<file path="config.mk">
export PLATFORM = sky130hd
export DESIGN_NAME = lzsd_fifo
export DESIGN_NICKNAME = d
export VERILOG_FILES = /design/src/design/lzsd_pkg.sv /design/src/design/lzsd_fifo.sv
export SDC_FILE = /design/constraint.sdc
export NUM_CORES = 1
export LEC_CHECK = 0
export ABC_AREA = 1
export ABC_CLOCK_PERIOD_IN_PS = 1620
export BUFFER_PORTS_ARGS = -buffer_cell sky130_fd_sc_hd__clkbuf_2
export CORE_UTILIZATION = 35
export CTS_CLUSTER_SIZE = 25
export DETAILED_ROUTE_END_ITERATION = 8
export SYNTH_ARGS = -nofsm -noshare
export SYNTH_HDL_FRONTEND = slang
export SYNTH_SLANG_ARGS = --single-unit
</file>
<file path="constraint.sdc">
create_clock -name clk_i -period 1.62 [get_ports clk_i]
set_input_delay 0.324 -clock clk_i [delete_from_list [all_inputs] [get_ports clk_i]]
set_output_delay 0.324 -clock clk_i [all_outputs]
set_load 0.02 [all_outputs]
</file>
<file path="src/design/lzsd_pkg.sv">
`timescale 1ns / 1ps
`default_nettype none
package lzsd_pkg;

  localparam int unsigned WINDOW_BYTES   = 4096;
  localparam int unsigned CMD_FIFO_DEPTH = 4;

  // token format
  localparam int unsigned DIST_W    = 12;
  localparam int unsigned COUNT_W   = 5;
  localparam int unsigned SIZE_W    = 24;
  localparam logic [4:0]  LEN_BIAS  = 5'd3;
  localparam logic [3:0]  FLAG_BITS = 4'd8;
  localparam logic [3:0]  NIBBLE    = 4'hF;

  typedef enum logic [2:0] {
    PH_IDLE,
    PH_SIZE0,
    PH_SIZE1,
    PH_SIZE2,
    PH_FLAGS,
    PH_TOKEN,
    PH_REFLO,
    PH_DONE
  } phase_e;

  typedef enum logic [1:0] {
    CMD_START,
    CMD_LIT,
    CMD_COPY
  } cmd_kind_e;

  typedef struct packed {
    cmd_kind_e           kind;
    logic [7:0]          data;
    logic [DIST_W-1:0]   dist_m1;
    logic [COUNT_W-1:0]  count;
    logic                done;
  } cmd_t;

endpackage
`default_nettype wire

</file>
<file path="src/design/lzsd_fifo.sv">
`timescale 1ns / 1ps
`default_nettype none
module lzsd_fifo #(
  parameter int unsigned Width = 8,
  parameter int unsigned Depth = lzsd_pkg::CMD_FIFO_DEPTH
) (
  input  wire logic             clk_i,
  input  wire logic             rst_ni,
  input  wire logic             push_i,
  input  wire logic [Width-1:0] wdata_i,
  input  wire logic             pop_i,
  output logic      [Width-1:0] rdata_o,
  output logic                  full_o,
  output logic                  empty_o
);

  localparam int unsigned PtrW = $clog2(Depth);
  localparam int unsigned CntW = $clog2(Depth + 1);

  logic [Width-1:0] mem_q [Depth];
  logic [PtrW-1:0]  wptr_q, rptr_q;
  logic [CntW-1:0]  cnt_q;

  assign full_o  = (cnt_q == CntW'(Depth));
  assign empty_o = (cnt_q == '0);
  assign rdata_o = mem_q[rptr_q];

  always_ff @(posedge clk_i) begin
    if (push_i) begin
      mem_q[wptr_q] <= wdata_i;
    end
  end

  always_ff @(posedge clk_i or negedge rst_ni) begin
    if (!rst_ni) begin
      wptr_q <= '0;
      rptr_q <= '0;
      cnt_q  <= '0;
    end else begin
      if (push_i) begin
        wptr_q <= (wptr_q == PtrW'(Depth - 1)) ? '0 : wptr_q + PtrW'(1);
      end
      if (pop_i) begin
        rptr_q <= (rptr_q == PtrW'(Depth - 1)) ? '0 : rptr_q + PtrW'(1);
      end
      if (push_i && !pop_i) begin
        cnt_q <= cnt_q + CntW'(1);
      end else if (pop_i && !push_i) begin
        cnt_q <= cnt_q - CntW'(1);
      end
    end
  end

endmodule
`default_nettype wire

</file>
==> impl_metrics.tcl, run 1 <==
set metrics [dict create \
    relSlewSlack_pct 74.2 \
    die_w_um 71.8 \
    power_mw 3.53 \
    grt_usage_pct 13.6 \
    clkLatencyLatePin_ns 0.29 \
    start_util_pct 36.3 \
    wl_per_cell_um 13.8 \
    drt-total-wl_um 3130 \
    placed_area_mm2 0.00186 \
    fin_skew_ns 0.00873 \
    irDropWorstVdd_mv 0.829 \
    post-route-period-util_pct 105 \
    multi_input_area_um2 417 \
    synth_flop_cell "edfxtp_1" \
    synth.most_common_cell "nand2_1" \
    setup_tns_ns -0.492 \
    place_inst 217 \
    maxSlewViolCount 0 \
    critPathMostFrequentCell "nand2_1" \
    dr.pass1.iters 4 \
    violations "setup timing" \
    startpoint_type "flop" \
    ios 22 \
    async_reset_ff_share_pct 17.9 \
    hold_end "mem_q[2][3]" \
    cp.arrival_ns 1.37 \
    first_global_vias 1143 \
    slowest_delay_ns 0.41 \
    max_clock_freq_mhz 589 \
    place_hpwl_um 2040 \
    cts.sinks 39 \
    antenna_found_initial 0 \
    vias 1059 \
    clock_path_buffers 2 \
    ff2ff_path_depth 4 \
    synth_cell_type_count 17 \
    cts_root_buf "clkbuf_8" \
    drv_cap 0 \
    placeableCoreArea_mm2 0.00469 \
    syn_area_mm2 0.00170 \
    post_cts.repair.setup_buffers 0 \
    p_per_area_mw_per_mm2 1760 \
    final_layout_size_suffix_gt1_share_pct 19.1 \
    period_minus_slack_ns 1.70 \
    finalHoldViolCount 0 \
    syn_inst 144 \
    clk_pin_slew_ns 0.07 \
    globalplace.congestion 0.698 \
    area_growth_pct 17.7 \
    path_cells "inv_2 -> buf_12 -> nand2_1 -> o211ai_1 -> nand2_1 -> buf_2" \
    critPathRequiredTime_ns 1.30 \
    leakage_nw 0.905 \
    stdcell_count 227 \
    ys_seq_elements 39 \
    synth.top_cells.by_area "edfxtp_1 56%, dfrtp_1 10%, nand2_1 8.4%" \
    timing.hold.ws_ns 0.248 \
    path_buf_inv 3 \
    postRouteAntennaNets 0 \
    critPathCaptureType "primary output" \
    n_fill_cell 452 \
    grt_overflow 0 \
    critical_path.slowest_cell "dfrtp_1" \
    drc 0 \
    final_area_mm2 0.00200 \
    worst-slew-pin-transition_ns 0.387 \
    antenna_cells 0 \
    nNetsFinal 191 \
    cts_buffers 5 \
    cp_top_family "buffers and inverters" \
    yosysWarnings 0 \
    worstSetupPathType "reg -> out" \
    htreeDepth 2 \
    fin_util_pct 42.7 \
    min_from "wdata_i[3]" \
    hold_path_depth 1 \
    status "finished with violations" \
    worst_slack_ns -0.0778 \
    tritoncts "yes" \
    rsz0062_at_grt "true" \
    grt_pass1_wl_um 5110 \
    grt_max_degree 33 \
    r2r-start "wptr_q[0]" \
    drt_iter0_drc 66 \
    syn-num-nets 163 \
    setup_viol 8 \
    io_buffers 21 \
    critical_path.max_fanout 16 \
    synth_seq_area_share_pct 66.7 \
    r2r-end "mem_q[0][1]" \
    pre_cts_slack_ns 0.0710 \
    syn_area_per_cell_um2 11.8 \
    synth_top_area_cell "edfxtp_1" \
    dieArea_mm2 0.00515 \
    hp-class "in -> reg" \
    via_per_inst 4.67 \
    synth_top_area_share_pct 56.4 \
    die_y_um 71.8 \
    synthTopCellsByCount "38 x nand2_1, 32 x edfxtp_1, 27 x inv_1, 16 x o211ai_1, 7 x dfrtp_1" \
    rows 25 \
    timing.reg2reg.setup_slack_ns 0.26 \
    ff_latch_area_mm2 0.00114 \
    synth_edf_count 32 \
]
[cell usage in the layout, fill, tap and decap left out, types with 2 or more instances in the layout]
| cell | count |
|---|---|
| dfrtp_1 | 7 |
| inv_1 | 27 |
| buf_2 | 8 |
| edfxtp_1 | 32 |
| clkbuf_2 | 13 |
| o211ai_1 | 16 |
| clkbuf_8 | 5 |
| nor3_1 | 2 |
| ha_1 | 6 |
| nand2_1 | 38 |
| o21ai_0 | 4 |
| inv_2 | 2 |
[kinds of logic (layout without fill, tap and decap cells)]
logic type	Yosys count	after routing	share of synthesized area, %
adders and majority gates	7	7	5.58
DFF	39	39	66.7
xor gates and xnor gates	1	1	0.514
buffers and inverters	33	62	8.82
AOI/OAI and AO/OA	21	21	8.52
and+or+nand+nor	43	43	9.85
[cell type report]
| type | instances | area share, % |
|---|---|---|
| inverter | 29 | 5.43 |
| timing repair buffer | 25 | 8.36 |
| clock buffer | 5 | 3.43 |
| multi-input combinational | 72 | 20.8 |
| sequential | 39 | 56.7 |
| tap | 54 | 3.37 |
| clock inverter | 3 | 1.94 |
[repair_timing]
| action | in CTS | in global routing |
|---|---|---|
| pin swaps | 0 | 0 |
| resized for setup | 0 | 8 |
| hold buffers | 1 | 0 |
| endpoints found under the setup margin | 8 | 8 |
| endpoints found under the hold margin | 7 | 0 |
| cloned | 0 | 1 |
[metal layers]
layer / vias up / part of all wire [%] / wire [um] / track usage [%]
li1: 538 / - / - / -
met1: 491 / 41 / 1270 / 13.3
met2: 22 / 53 / 1650 / 25.8
met3: 8 / 4.3 / 134 / 3.94
met4: 0 / 2.6 / 80 / 6.97
met5: - / 0 / 0 / 0
[report_power, final]
part,leakage (nW),internal [mW],switching (mW)
clock network,0.0556,0.450,0.327
logic,0.471,0.467,0.824
registers,0.378,1.33,0.128
total,0.905,2.25,1.28
[sequential cells by signal, indices dropped and copies added (netlist names)]
name    flops
cnt_q       3
mem_q      32
rptr_q      2
wptr_q      2
[worst max path at each step]
stage          startpoint  slack [ns]  cells after the start          to
2_1_floorplan       pop_i        0.34                      8    cnt_q[2]
3_3_place_gp       push_i        0.15                      8    cnt_q[2]
3_5_place_dp       push_i        0.07                      8    cnt_q[2]
4_1_cts         rptr_q[0]       -0.08                      6  rdata_o[1]
5_1_grt         rptr_q[0]       -0.16                      6  rdata_o[2]
6_report        rptr_q[0]       -0.08                      6  rdata_o[1]
Note: power is estimated with default switching activity, not from simulation.
==> inputs of run 2 (changes only) <==
- TNS_END_PERCENT: default -> 30
==> impl_metrics.tcl, run 2 (same netlist as run 1, synthesis figures left out) <==
set metrics [dict create \
    status "finished with violations" \
    violations "setup timing" \
    critPathRequiredTime_ns 1.30 \
    busiest_layer "met2" \
    period_minus_slack_ns 1.70 \
    grt_overflow 0 \
    final_area_mm2 0.00200 \
    critPathCaptureType "primary output" \
    max_clock_freq_mhz 589 \
    use_met1_pct 13.3 \
    worst_slack_ns -0.0778 \
    cts_buffers 5 \
    irDropWorstVdd_mv 0.829 \
    worstSetupPathType "reg -> out" \
    critical_path.max_fanout 16 \
    htreeDepth 2 \
    wl_per_cell_um 13.8 \
    r2r-end "mem_q[0][1]" \
    leakage_nw 0.905 \
    rsz0062_at_grt "true" \
    p_per_area_mw_per_mm2 1760 \
    clk_pin_slew_ns 0.07 \
    grt_pass1_wl_um 5110 \
    ios 22 \
    fin_skew_ns 0.00873 \
    clkLatencyLatePin_ns 0.29 \
    drt_iter0_drc 64 \
    dieArea_mm2 0.00515 \
    maxSlewViolCount 0 \
    area_growth_pct 17.7 \
    pre_cts_slack_ns 0.0710 \
    cp.arrival_ns 1.37 \
    drc 0 \
    cts.sinks 39 \
    finalHoldViolCount 0 \
    dr.pass1.iters 4 \
    worst-slew-pin-transition_ns 0.387 \
    vias 1060 \
    place_hpwl_um 2040 \
    post-route-period-util_pct 105 \
    clock_path_buffers 2 \
    hold_end "mem_q[2][3]" \
    r2r-start "wptr_q[0]" \
    stdcell_count 227 \
    hp-class "in -> reg" \
    antenna_found_initial 0 \
    placed_area_mm2 0.00186 \
    gr-usage-met2_pct 25.8 \
    globalplace.congestion 0.698 \
    grt_usage_pct 13.6 \
    top_register "mem_q" \
    die_w_um 71.8 \
    drv_cap 0 \
    power_mw 3.53 \
    ff2ff_path_depth 4 \
    nNetsFinal 191 \
    placeableCoreArea_mm2 0.00469 \
    top_regs "mem_q (32), cnt_q (3)" \
    rows 25 \
    hold_path_depth 1 \
    timing.reg2reg.setup_slack_ns 0.26 \
    final_layout_size_suffix_gt1_share_pct 19.1 \
    startpoint_type "flop" \
    first_global_vias 1143 \
    drt-total-wl_um 3140 \
    cts_root_buf "clkbuf_8" \
    final_cell_mix "38 x nand2_1, 32 x edfxtp_1, 27 x inv_1" \
    crit_start "rptr_q[0]" \
    tritoncts "yes" \
    via_per_inst 4.67 \
    grt_max_degree 33 \
    start_util_pct 36.3 \
    relSlewSlack_pct 74.2 \
    largest_register_ffs 32 \
    grt.met3_usage_pct 3.94 \
    final_common_cell "nand2_1" \
    postRouteAntennaNets 0 \
    io_buffers 21 \
    die_y_um 71.8 \
    place_inst 217 \
    min_from "wdata_i[3]" \
    setup_viol 8 \
    antenna_cells 0 \
    post_cts.repair.setup_buffers 0 \
]
==> run 2: cell counts in the layout (fill, tap and decap cells not counted) <==
Identical to the previous run, type by type.
==> run 2: how the worst max path moves through the flow <==
stage                 endpoint
floorplan             cnt_q[2]
global placement      cnt_q[2]
detailed placement    cnt_q[2]
CTS                 rdata_o[1]
global route        rdata_o[2]
finish              rdata_o[1]
==> run 2: repair_timing <==
action	in CTS	in global routing
endpoints found under the hold margin	7	0
hold buffers	1	0
cloned	0	1
resized for setup	0	8
setup endpoints to repair	8	8
==> run 2: per-stage QoR <==
| step | TNS [ns] | hold slack (ns) | utilization, % |
|---|---|---|---|
| after floorplan | 0 | 0.0284 | - |
| after global routing | -1.17 | 0.244 | 42.7 |
| final | -0.497 | 0.248 | 42.7 |
| after CTS | -0.500 | 0.248 | 42.2 |
| after detailed placement | 0 | 0.180 | 39.7 |
| after global placement | 0 | 0.169 | 39.7 |
==> run 2: layout make-up <==
cell class / count / area (um2)
clock buffers: 5 / 68.8
clock inverters: 3 / 38.8
fillers: 452 / 2690
inverters: 29 / 109
multi-input cells: 72 / 417
flip-flops and latches: 39 / 1140
well taps: 54 / 67.6
repair buffers: 25 / 168
==> run 2: power by group <==
part | total [mW] | switching, mW | internal (mW)
clock | 0.777 | 0.327 | 0.450
combinational | 1.29 | 0.825 | 0.467
sequential | 1.46 | 0.128 | 1.33
total | 3.53 | 1.28 | 2.25
==> run 2: worst max-delay path, cell delays in order, from the launching register on <==
cell and delay, ns:
dfrtp_1 0.41, inv_2 0.13, buf_12 0.16, nand2_1 0.06, o211ai_1 0.08, nand2_1 0.08, buf_2 0.16
==> run 2: routing by layer <==
| layer | wire length [um] | vias up |
|---|---|---|
| met2 | 1650 | 22 |
| li1 | - | 539 |
| met4 | 80 | 0 |
| met1 | 1280 | 491 |
| met5 | 0 | - |
| met3 | 134 | 8 |
==> inputs of run 3 (changes only) <==
- ABC_CLOCK_PERIOD_IN_PS: 1620 -> 1700
- clock period: 1.62 -> 1.7 ns (I/O delays scaled with it)
==> impl_metrics.tcl, run 3 (same netlist as run 1, synthesis figures left out) <==
set metrics [dict create \
    rows 25 \
    critical_path.max_fanout 8 \
    setup_viol 3 \
    placeableCoreArea_mm2 0.00469 \
    drt_iter0_drc 27 \
    fin_skew_ns 0.00609 \
    hold_path_depth 1 \
    placed_area_mm2 0.00186 \
    grt_pass1_wl_um 4940 \
    startpoint_type "flop" \
    antenna_found_initial 0 \
    multi_input_area_um2 417 \
    vias 1113 \
    final_common_cell "nand2_1" \
    worst_slack_ns -0.00509 \
    first_global_vias 1096 \
    period_minus_slack_ns 1.71 \
    tritoncts "yes" \
    htreeDepth 2 \
    drv_cap 0 \
    ios 22 \
    r2r-start "wptr_q[0]" \
    cts_buffers 5 \
    status "finished with violations" \
    final_area_mm2 0.00206 \
    worst-slew-pin-transition_ns 0.399 \
    clk_pin_slew_ns 0.07 \
    r2r-end "mem_q[2][7]" \
    final_cell_mix "38 x nand2_1, 32 x edfxtp_1, 27 x inv_1" \
    rsz0062_at_grt "true" \
    grt_max_degree 33 \
    drt-total-wl_um 3110 \
    worstSetupPathType "reg -> out" \
    wl_per_cell_um 13.5 \
    maxSlewViolCount 0 \
    die_w_um 71.8 \
    cts_root_buf "clkbuf_8" \
    final_layout_size_suffix_gt1_share_pct 20.5 \
    globalplace.congestion 0.700 \
    top_register "mem_q" \
    via_per_inst 4.84 \
    irDropWorstVdd_mv 0.636 \
    start_util_pct 36.3 \
    post-route-period-util_pct 100 \
    critPathRequiredTime_ns 1.36 \
    cts.sinks 39 \
    drc 0 \
    timing.reg2reg.setup_slack_ns 0.34 \
    top_regs "mem_q (32), cnt_q (3)" \
    hold_end "mem_q[1][4]" \
    relSlewSlack_pct 73.3 \
    ff_latch_area_mm2 0.00114 \
    min_from "wdata_i[4]" \
    largest_register_ffs 32 \
    cp.arrival_ns 1.37 \
    max_clock_freq_mhz 586 \
    place_hpwl_um 2050 \
    critPathCaptureType "primary output" \
    dr.pass1.iters 4 \
    area_growth_pct 20.7 \
    critPathMostFrequentCell "nand2_1" \
    clock_path_buffers 2 \
    timing.hold.ws_ns 0.273 \
    hp-class "in -> reg" \
    n_fill_cell 453 \
    violations "setup timing" \
    p_per_area_mw_per_mm2 1660 \
    io_buffers 21 \
    nNetsFinal 194 \
    die_y_um 71.8 \
    antenna_cells 0 \
    finalHoldViolCount 0 \
    fin_util_pct 43.8 \
    grt_overflow 0 \
    postRouteAntennaNets 0 \
    ff2ff_path_depth 4 \
    grt_usage_pct 12.9 \
    slowest_delay_ns 0.42 \
    path_cells "inv_4 -> clkbuf_16 -> nand2_1 -> o211ai_1 -> nand2_1 -> buf_2" \
    critical_path.slowest_cell "dfrtp_1" \
    setup_tns_ns -0.0103 \
    leakage_nw 0.929 \
    dieArea_mm2 0.00515 \
    clkLatencyLatePin_ns 0.28 \
    pre_cts_slack_ns 0.104 \
]
==> run 3: cell types whose count changed in the layout (fill, tap and decap cells not counted), sizes merged <==
cell	delta
buf	+2
clkinv	-2
clkbuf	+4
bufinv	-1
==> run 3: stage by stage <==
step / std cells / total power [mW]
after global routing: 230 / 3.67
after floorplan: 144 / 2.23
final: 230 / 3.42
after CTS: 226 / 3.25
after detailed placement: 217 / 2.59
after global placement: 217 / 2.53
==> run 3: worst max path at each step <==
stage                          from    endpoint  slack [ns]  cells past startpoint
after detailed placement     push_i    cnt_q[2]        0.10                      8
after CTS                 rptr_q[0]  rdata_o[1]      -0.006                      6
final                     rptr_q[0]  rdata_o[0]      -0.005                      6
after floorplan               pop_i    cnt_q[2]        0.40                      8
after global routing      rptr_q[0]  rdata_o[0]        -0.1                      5
after global placement       push_i    cnt_q[2]        0.21                      8
==> run 3: final cells by class <==
class,count,area share (%)
flip-flops and latches,39,55.3
multi-input cells,72,20.3
repair buffers,28,10.9
inverters,29,5.42
clock buffers,8,4.87
well taps,54,3.29
==> run 3: worst max-delay path, delay by kind of cell, from the launching register on <==
kind,cells,cell delay [ns]
buffers and inverters,3,0.46
flip-flops,1,0.42
AND/OR/NAND/NOR,2,0.13
AO/OA/AOI/OAI,1,0.07
==> run 3: routing by layer <==
layer	track usage, %	part of all wire (%)	wire length [um]	vias to the layer above
met5	0	0	0	-
met4	4.14	0.80	25	0
met3	5.20	4.2	131	6
met2	23.0	52	1620	23
met1	14.1	43	1330	544
li1	-	-	-	540
==> run 3: power by group <==
group          internal [mW]  leakage, nW  total [mW]  switching [mW]
registers               1.27        0.378        1.40           0.130
logic                  0.549        0.499        1.35           0.797
clock network          0.370       0.0515       0.671           0.301
==> run 3: timing repair <==
item,4_1_cts,5_1_grt
pin swaps,0,2
endpoints found under the setup margin,1,8
hold buffers,1,0
hold endpoints to repair,7,0
gates cloned,0,3
gates resized for setup,0,13
buffers inserted,0,1
