**src/design/lzsd_pkg.sv**
```systemverilog
`timescale 1ns / 1ps
`default_nettype none
package lzsd_pkg;

  localparam int unsigned WINDOW_BYTES   = 4096;
  localparam int unsigned CMD_FIFO_DEPTH = 4;

  // token format
  localparam int unsigned DIST_W    = 12;
  localparam int unsigned COUNT_W   = 5;
  localparam int unsigned SIZE_W    = 24;
  localparam logic [4:0]  LEN_BIAS  = 5'd3;
  localparam logic [3:0]  FLAG_BITS = 4'd8;
  localparam logic [3:0]  NIBBLE    = 4'hF;

  typedef enum logic [2:0] {
    PH_IDLE,
    PH_SIZE0,
    PH_SIZE1,
    PH_SIZE2,
    PH_FLAGS,
    PH_TOKEN,
    PH_REFLO,
    PH_DONE
  } phase_e;

  typedef enum logic [1:0] {
    CMD_START,
    CMD_LIT,
    CMD_COPY
  } cmd_kind_e;

  typedef struct packed {
    cmd_kind_e           kind;
    logic [7:0]          data;
    logic [DIST_W-1:0]   dist_m1;
    logic [COUNT_W-1:0]  count;
    logic                done;
  } cmd_t;

endpackage
`default_nettype wire

```
**src/design/lzsd_front.sv**
```systemverilog
`timescale 1ns / 1ps
`default_nettype none
module lzsd_front (
  input  wire logic          clk_i,
  input  wire logic          rst_ni,
  input  wire logic          in_valid_i,
  output logic               in_ready_o,
  input  wire logic [7:0]    in_byte_i,
  input  wire logic          stream_first_i,
  input  wire logic          full_i,
  output logic               push_o,
  output lzsd_pkg::cmd_t     cmd_o
);

  localparam int unsigned SW = lzsd_pkg::SIZE_W;
  localparam int unsigned CW = lzsd_pkg::COUNT_W;

  lzsd_pkg::phase_e phase_q, phase_d;
  logic [SW-1:0]    remain_q;
  logic [7:0]       flags_q;
  logic [3:0]       left_q;
  logic [7:0]       held_q;

  logic          acc;
  logic [CW-1:0] len;
  logic [CW-1:0] copy_cnt;
  logic [SW-1:0] lit_rem, copy_rem, size_full;

  assign in_ready_o = !full_i;
  assign acc        = in_valid_i && !full_i;

  assign len       = {1'b0, held_q[7:4]} + lzsd_pkg::LEN_BIAS;
  assign copy_cnt  = (remain_q < SW'(len)) ? remain_q[CW-1:0] : len;
  assign lit_rem   = remain_q - SW'(1);
  assign copy_rem  = remain_q - SW'(copy_cnt);
  assign size_full = {in_byte_i, remain_q[15:0]};

  // next state
  always_comb begin
    phase_d = phase_q;
    if (acc) begin
      if (stream_first_i) begin
        phase_d = lzsd_pkg::PH_SIZE0;
      end else begin
        case (phase_q)
          lzsd_pkg::PH_SIZE0: phase_d = lzsd_pkg::PH_SIZE1;
          lzsd_pkg::PH_SIZE1: phase_d = lzsd_pkg::PH_SIZE2;
          lzsd_pkg::PH_SIZE2: begin
            phase_d = (size_full == '0) ? lzsd_pkg::PH_DONE : lzsd_pkg::PH_FLAGS;
          end
          lzsd_pkg::PH_FLAGS: phase_d = lzsd_pkg::PH_TOKEN;
          lzsd_pkg::PH_TOKEN: begin
            if (flags_q[7]) begin
              phase_d = lzsd_pkg::PH_REFLO;
            end else if (lit_rem == '0) begin
              phase_d = lzsd_pkg::PH_DONE;
            end else if (left_q == 4'd1) begin
              phase_d = lzsd_pkg::PH_FLAGS;
            end else begin
              phase_d = lzsd_pkg::PH_TOKEN;
            end
          end
          lzsd_pkg::PH_REFLO: begin
            if (copy_rem == '0) begin
              phase_d = lzsd_pkg::PH_DONE;
            end else if (left_q == '0) begin
              phase_d = lzsd_pkg::PH_FLAGS;
            end else begin
              phase_d = lzsd_pkg::PH_TOKEN;
            end
          end
          lzsd_pkg::PH_IDLE: phase_d = lzsd_pkg::PH_IDLE;
          lzsd_pkg::PH_DONE: phase_d = lzsd_pkg::PH_DONE;
          default:           phase_d = lzsd_pkg::PH_IDLE;
        endcase
      end
    end
  end

  // commands to the back end
  always_comb begin
    push_o        = 1'b0;
    cmd_o.kind    = lzsd_pkg::CMD_LIT;
    cmd_o.data    = in_byte_i;
    cmd_o.dist_m1 = {held_q[3:0] & lzsd_pkg::NIBBLE, in_byte_i};
    cmd_o.count   = CW'(1);
    cmd_o.done    = 1'b0;
    if (acc) begin
      if (stream_first_i) begin
        push_o     = 1'b1;
        cmd_o.kind = lzsd_pkg::CMD_START;
      end else begin
        case (phase_q)
          lzsd_pkg::PH_TOKEN: begin
            if (!flags_q[7]) begin
              push_o     = 1'b1;
              cmd_o.kind = lzsd_pkg::CMD_LIT;
              cmd_o.done = (lit_rem == '0);
            end
          end
          lzsd_pkg::PH_REFLO: begin
            push_o      = 1'b1;
            cmd_o.kind  = lzsd_pkg::CMD_COPY;
            cmd_o.count = copy_cnt;
            cmd_o.done  = (copy_rem == '0);
          end
          default: push_o = 1'b0;
        endcase
      end
    end
  end

  always_ff @(posedge clk_i or negedge rst_ni) begin
    if (!rst_ni) begin
      phase_q  <= lzsd_pkg::PH_IDLE;
      remain_q <= '0;
      flags_q  <= '0;
      left_q   <= '0;
      held_q   <= '0;
    end else begin
      phase_q <= phase_d;
      if (acc) begin
        if (stream_first_i) begin
          remain_q <= '0;
          flags_q  <= '0;
          left_q   <= '0;
          held_q   <= '0;
        end else begin
          case (phase_q)
            lzsd_pkg::PH_SIZE0: remain_q <= SW'(in_byte_i);
            lzsd_pkg::PH_SIZE1: remain_q[15:8] <= in_byte_i;
            lzsd_pkg::PH_SIZE2: remain_q[23:16] <= in_byte_i;
            lzsd_pkg::PH_FLAGS: begin
              flags_q <= in_byte_i;
              left_q  <= lzsd_pkg::FLAG_BITS;
            end
            lzsd_pkg::PH_TOKEN: begin
              flags_q <= {flags_q[6:0], 1'b0};
              left_q  <= left_q - 4'd1;
              if (flags_q[7]) begin
                held_q <= in_byte_i;
              end else begin
                remain_q <= lit_rem;
              end
            end
            lzsd_pkg::PH_REFLO: remain_q <= copy_rem;
            default: remain_q <= remain_q;
          endcase
        end
      end
    end
  end

endmodule
`default_nettype wire

```
**config.mk**
```make
export PLATFORM = sky130hd
export DESIGN_NAME = lzsd_front
export DESIGN_NICKNAME = d
export VERILOG_FILES = /design/src/design/lzsd_pkg.sv /design/src/design/lzsd_front.sv
export SDC_FILE = /design/constraint.sdc
export NUM_CORES = 1
export LEC_CHECK = 0
export ABC_AREA = 1
export BUFFER_PORTS_ARGS = -buffer_cell sky130_fd_sc_hd__buf_2
export CORE_ASPECT_RATIO = 2
export CORE_MARGIN = 3
export CORE_UTILIZATION = 50
export CTS_CLUSTER_DIAMETER = 150
export DETAILED_ROUTE_END_ITERATION = 7
export PLACE_DENSITY = 0.69
export SETUP_SLACK_MARGIN = 0.05
export SYNTH_ARGS = -nofsm -noshare
export SYNTH_HDL_FRONTEND = slang
export SYNTH_SLANG_ARGS = --single-unit
```
**constraint.sdc**
```tcl
create_clock -name clk_i -period 5.2 [get_ports clk_i]
set_input_delay 1.04 -clock clk_i [delete_from_list [all_inputs] [get_ports clk_i]]
set_output_delay 1.04 -clock clk_i [all_outputs]
set_load 0.05 [all_outputs]
```
==> results of run 1 <==
-- power by group through the flow --
stage                     clock network (uW)  registers [uW]  logic [uW]
after detailed placement                   0             501        1720
after global placement                     0             501        1710
final                                    385             499        1950
after CTS                                385             495        1790
after floorplan                            0             482        1270
after global routing                     396             505        2130
-- flip-flops by register name (all words and copies together), names as in the netlist --
signal and flops:
remain_q 24, flags_q 8, held_q 8, left_q 4, phase_q 3
-- cell families (layout without fill, tap and decap cells) --
group	Yosys count	after routing	share of synthesized area [%]
flip-flops	47	47	25.7
AO/OA/AOI/OAI	140	140	17.9
XOR/XNOR	10	10	1.91
buffers and inverters	124	158	12.0
adder cells (fa/ha/maj)	17	17	4.81
AND/OR/NAND/NOR	364	365	37.7
-- through the flow --
stage	hold WS (ns)	total power [uW]	util, %	area (um^2)	worst slack, ns
after global routing	0.503	3030	58.6	5140	-0.266
after floorplan	0.447	1750	-	4580	0.254
after CTS	0.485	2670	57.4	5030	0.0404
after detailed placement	0.469	2220	54.8	4800	0.0623
final	0.488	2830	58.6	5140	0.0156
after global placement	0.462	2210	54.8	4800	0.0990
-- placed cells by master (no fill, tap or decap), drive strengths merged, types with 2 or more instances in the layout --
cell / count
nor4: 4
nor2: 100
buf: 58
xor2: 10
a31oi: 4
ha: 16
nor3: 3
o31ai: 8
clkbuf: 5
nand3: 58
nand2: 182
nand4: 12
a21oi: 29
o22ai: 27
clkinv: 2
and2: 3
nand3b: 2
a221oi: 4
o21ai: 60
inv: 92
dfrtp: 47
a32o: 2
-- worst max-delay path, delay by kind of cell (launching register included) --
kind / cells / cell delay [ns]
and+or+nand+nor: 14 / 1.65
adders and majority gates: 4 / 0.96
buffers and inverters: 3 / 0.28
DFF: 1 / 0.40
AOI/OAI and AO/OA: 3 / 0.55
-- cell type report --
| cell class | count | area share [%] |
|---|---|---|
| Clock buffer | 5 | 2.43 |
| Clock inverter | 3 | 0.852 |
| Inverter | 92 | 6.72 |
| Multi-Input combinational cell | 532 | 58.2 |
| Sequential cell | 47 | 22.9 |
| Tap cell | 100 | 2.43 |
| Timing Repair Buffer | 58 | 6.55 |
-- path summary, 6_finish.rpt --
path / from / to / cells after the start
min in group asynchronous: rst_ni / held_q[6]$_DFFE_PN0P_ / 2
worst min-delay path: held_q[1]$_DFFE_PN0P_ / held_q[1]$_DFFE_PN0P_ / 2
max in group asynchronous: rst_ni / remain_q[10]$_DFFE_PN0P_ / 2
worst max-delay path: held_q[4]$_DFFE_PN0P_ / cmd_o[0] / 24
worst max register to register: held_q[4]$_DFFE_PN0P_ / phase_q[1]$_DFFE_PN0P_ / 25
worst min register to register: held_q[1]$_DFFE_PN0P_ / held_q[1]$_DFFE_PN0P_ / 2
-- routing by layer --
layer | global-route usage (%) | up-vias | wire [um]
met5 | 0 | - | 0
met4 | 23.5 | 0 | 1300
met3 | 3.69 | 74 | 877
met2 | 57.4 | 230 | 8640
met1 | 35.6 | 2351 | 5950
li1 | - | 2385 | -
-- what timing repair did --
item / CTS / global route
gates resized for setup: 20 / 26
setup endpoints to repair: 1 / 1
gates cloned: 1 / 0
buffers inserted: 0 / 3
pin swaps: 4 / 16
==> flow_summary.toml, run 1 <==
[clocking]
clock-sinks = 47
ctsHoldBuffers = 0
cts_tree = "done"
root_buffer = "clkbuf_16"
htree_num_levels = 2
cts_buffer_depth = 2
cts_buffers = 5
insertion_delay_ns = 0.30
clk_pin_slew_ns = 0.07

[routing]
drt_iter0_drc = 431
dr_total_vias = 5040
viasPerCell = 6.02
first_pass_iters = 5
wirelength_um = 16800
post_drt_wl_per_cell_um = 20.0
drc = 0
ant_nets = 0

[synth]
syn_area_per_cell_um2 = 6.52
synth_area_mm2 = 0.00458
synth_nets = 732
synth_most_common_cell = "nand2_1"
ys_top_cells_by_area = "dfrtp_1, nand2_1, inv_1, nor2_1, nand3_1"
ys_ff_latch = 47
synth_ff_type = "dfrtp_1"
yosys_warnings = 0
synth_common_cells = "nand2_1, inv_1, nor2_1"
async_flop_share_pct = 100
synth_edf_count = 0
synthDistinctLibCells = 43
yosys.area.top_type = "dfrtp_1"
syn_inst = 702
synth.top_cell.area_share_pct = 25.7
synth-seq-area-share_pct = 25.7

[sta]
period_minus_slack_ns = 5.18
finalClockSkew_ns = 0.00812
fmax_ghz = 0.193
period_share_pct = 99.7
drv_slew = 0
relSlewSlack_pct = 30.6
hold_viol_final = 0
tightest_slew_ns = 1.03
rsz0062_at_grt = "true"
setup_violations = 0
finalSetupTns_ns = 0

[finish]
final_net_count = 766
area_delta_synth_final_pct = 12.4
drive_gt1_share_pct = 20.5
n_antenna_cell = 0
multi_input_area_mm2 = 0.00299
fin_cells = 837
seq_area_mm2 = 0.00118
n_fill_cell = 885

[placement]
numPortBuffers = 42
dpl.hpwl_um = 13200
gp_congestion = 1.13
dpl.cell_count = 825

[floorplanning]
num_rows = 48
die_h_um = 141
die-area_mm2 = 0.0104
core_area_mm2 = 0.00877
ios = 43
chipWidth_um = 73.6
start_util_pct = 52.2

[worst_setup_path]
cp_slowest_stage_delay_ns = 0.40
cp.arrival_ns = 4.14
critical_path_class = "reg2out"
crit_path_frequent_cell = "nand3_2"
crit_path_start_kind = "register"
r2r_slack_ns = 1.41
cp_slowest_cell = "dfrtp_1"
endpoint_kind = "primary output"
crit_chain = "inv_2, ha_1, nand3b_1, ha_2, nor4_2, nand3_1, nor2_2, nand3_2, o21ai_2, ha_2, inv_2, fa_2, nand3_2, nand2_4, nand2_4, nand2_8, o21ai_4, nand2_2, nor2_2, nand2_1, nor2_1, nand3_2, a21oi_2, buf_6"
path_max_fanout = 7
cp_data_required_time_ns = 4.16

[global_route]
track_usage_pct = 33.1
first_global_vias = 4938
grt-ovfl-total = 0
grt_first_pass_wirelength_um = 25700
grt_antenna_before_repair = 0
grt_max_degree = 48

[power_and_ir_drop]
power_density_mw_per_mm2 = 551
p_seq_share_pct = 17.6
combPwrFrac_pct = 68.8
intPower_uw = 1260
p_sw_uw = 1570
swShare_pct = 55.5
ir_drop_mv = 0.249
p_clk_share_pct = 13.6
p_leak_uw = 0.00258

[run_status]
outcome = "finished clean"

[worst_hold_path]
min_path_type = "reg2reg"

[flow_run]
cap_violations = 0
Power figures use the tool's default switching activity.
==> run 2, diff against run 1 <==
--- a/config.mk
+++ b/config.mk
@@ -5,7 +5,6 @@
 export SDC_FILE = /design/constraint.sdc
 export NUM_CORES = 1
 export LEC_CHECK = 0
-export ABC_AREA = 1
 export BUFFER_PORTS_ARGS = -buffer_cell sky130_fd_sc_hd__buf_2
 export CORE_ASPECT_RATIO = 2
 export CORE_MARGIN = 3
==> flow_summary.toml, run 2 <==
[synth]
synth-simple-area-share_pct = 24.1
synth_area_mm2 = 0.00421
ys_top_cells_by_area = "dfrtp_1, o21ai_0, nand2_1, ha_1, nor2_1"
yosys_warnings = 0
synth_ff_type = "dfrtp_1"
async_flop_share_pct = 100
synth_fa_ha_area_share_pct = 5.23
synth_nets = 575
synthXorXnorAreaFrac_pct = 5.61
synth-seq-area-share_pct = 27.9
syn_inst = 545
ys_ff_latch = 47
synth_edf_count = 0
yosys.area.top_type = "dfrtp_1"
synth_common_cells = "nand2_1, o21ai_0, dfrtp_1"
syn_area_per_cell_um2 = 7.73
synth_most_common_cell = "nand2_1"
synth_compound_area_share_pct = 25.7
synth.top_cell.area_share_pct = 27.9
synth_top_family_by_area = "compound AO/OA/AOI/OAI gates"
yosys-mux-area-fraction_pct = 3.21
synthDistinctLibCells = 59

[global_route]
grt_max_degree = 48
track_usage_pct = 37.5
grt-ovfl-total = 0
first_global_vias = 4880
grt_first_pass_wirelength_um = 27200
grt_antenna_before_repair = 0

[power_and_ir_drop]
ir_drop_mv = 0.533
p_seq_share_pct = 12.7
power_density_mw_per_mm2 = 771
intPower_uw = 2050
p_clk_share_pct = 9.7
p_sw_uw = 2000
combPwrFrac_pct = 77.7
p_leak_uw = 0.00232
swShare_pct = 49.4
total_power_uw = 4050

[sta]
rsz0062_at_grt = "true"
fin_ws_ns = -0.530
setup_violations = 1
fmax_ghz = 0.175
period_minus_slack_ns = 5.73
relSlewSlack_pct = 26.2
hold_viol_final = 0
finalClockSkew_ns = 0.00682
period_share_pct = 110
drv_slew = 0
tightest_slew_ns = 1.10

[floorplanning]
start_util_pct = 52.3
ios = 43
core_area_mm2 = 0.00806
num_rows = 46
die_h_um = 136
die-area_mm2 = 0.00963
chipWidth_um = 70.9

[routing]
drc = 0
ant_nets = 0
wirelength_um = 17900
drt_iter0_drc = 626
post_drt_wl_per_cell_um = 24.9
first_pass_iters = 6
dr_total_vias = 4871
viasPerCell = 6.77

[finish]
largest_register_ffs = 24
reg.largest.list = "remain_q (24), flags_q (8), held_q (8)"
top_register = "remain_q"
final_common_cell = "buf_4"
area_delta_synth_final_pct = 24.6
drive_gt1_share_pct = 26.8
final_cell_mix = "buf_4, nand2_1, o21ai_0, dfrtp_1, nor2_1"
final_net_count = 651

[placement]
dpl.hpwl_um = 13400
numPortBuffers = 42
post-place-ws_ns = -0.541
gp_congestion = 1.10

[clocking]
cts_tree = "done"
cts_buffers = 5
htree_num_levels = 2
root_buffer = "clkbuf_16"
clk_pin_slew_ns = 0.07
cts_buffer_depth = 2
insertion_delay_ns = 0.30
clock-sinks = 47

[worst_setup_path]
crit_path_start_kind = "register"
endpoint_kind = "primary output"
cp.arrival_ns = 4.69
path_max_fanout = 4
r2r_slack_ns = 0.63
cp_data_required_time_ns = 4.16
critical_path_class = "reg2out"

[run_status]
outcome = "finished, violations left"
violations = "negative setup slack"

[worst_hold_path]
min_path_type = "reg2reg"

[flow_run]
cap_violations = 0
run 2: worst paths after layout:
| check | from | end | cells past startpoint |
|---|---|---|---|
| max in group asynchronous | rst_ni | phase_q[2]$_DFFE_PN0P_ | 2 |
| min reg2reg | flags_q[3]$_DFFE_PN0P_ | flags_q[3]$_DFFE_PN0P_ | 2 |
| max reg2reg | held_q[5]$_DFFE_PN0P_ | phase_q[1]$_DFFE_PN0P_ | 22 |
| min in group asynchronous | rst_ni | remain_q[10]$_DFFE_PN0P_ | 2 |
| max | held_q[5]$_DFFE_PN0P_ | cmd_o[0] | 24 |
| min | flags_q[3]$_DFFE_PN0P_ | flags_q[3]$_DFFE_PN0P_ | 2 |
run 2: metrics by stage:
| stage | util, % | hold slack, ns | instances | cell area (um^2) | setup TNS (ns) |
|---|---|---|---|---|---|
| final | 65.2 | 0.489 | 719 | 5250 | -0.530 |
| after global routing | 65.2 | 0.533 | 718 | 5250 | -0.777 |
| after CTS | 64.8 | 0.494 | 718 | 5220 | -0.427 |
| after detailed placement | 60.4 | 0.478 | 703 | 4870 | -0.541 |
| after global placement | 60.4 | 0.468 | 703 | 4870 | -0.477 |
| after floorplan | - | 0.450 | 545 | 4270 | 0 |
run 2: layout make-up:
cell class	instances	area (um^2)
Multi-Input combinational cell	428	2890
Fill cell	686	2810
Sequential cell	47	1180
Timing Repair Buffer	124	836
Clock buffer	5	125
Tap cell	96	120
Inverter	15	56.3
Clock inverter	3	46.3
Antenna cell	1	2.50
run 2: timing repair:
action	CTS	global route
endpoints found under the setup margin	1	1
gates resized for setup	28	4
pin swaps	12	3
buffers inserted	7	0
hold buffers	0	0
endpoints found under the hold margin	0	0
run 2: worst max-delay path, cell delays in order, from the launching register on:
cell	delay [ns]
dfrtp_1	0.42
inv_2	0.06
ha_4	0.28
ha_4	0.19
o21ai_1	0.08
nand2b_1	0.08
a21oi_1	0.13
nor2b_1	0.06
o21ai_1	0.16
nand4_1	0.21
mux2i_1	0.27
ha_2	0.23
inv_1	0.05
fa_2	0.38
a211oi_4	0.28
o21ai_4	0.13
buf_4	0.17
nor4_4	0.15
xnor2_1	0.19
nand4_1	0.14
nor4_2	0.20
buf_4	0.18
a21oi_2	0.05
nor2_4	0.13
buf_6	0.16
run 2: per-layer routing:
| metal | part of all wire, % | routed length [um] | vias to the layer above | GRT usage (%) |
|---|---|---|---|---|
| met1 | 32 | 5810 | 2303 | 39.4 |
| li1 | - | - | 2143 | - |
| met4 | 9.1 | 1640 | 0 | 28.6 |
| met2 | 51 | 9170 | 305 | 65.0 |
| met3 | 7.3 | 1310 | 120 | 6.29 |
| met5 | 0 | 0 | - | 0 |
run 2: cell families after synthesis:
family          Yosys count
fa+ha+maj                17
mux                      13
xor+xnor                 27
flops                    47
buf+inv                  70
simple gates            205
compound gates          166
run 2: power groups by stage:
stage               registers, uW  logic [uW]  clock network, uW
global route                  522        3320                403
CTS                           510        3010                393
floorplan                     503        1650                  0
finish                        513        3150                391
detailed placement            514        2760                  0
global placement              510        2750                  0
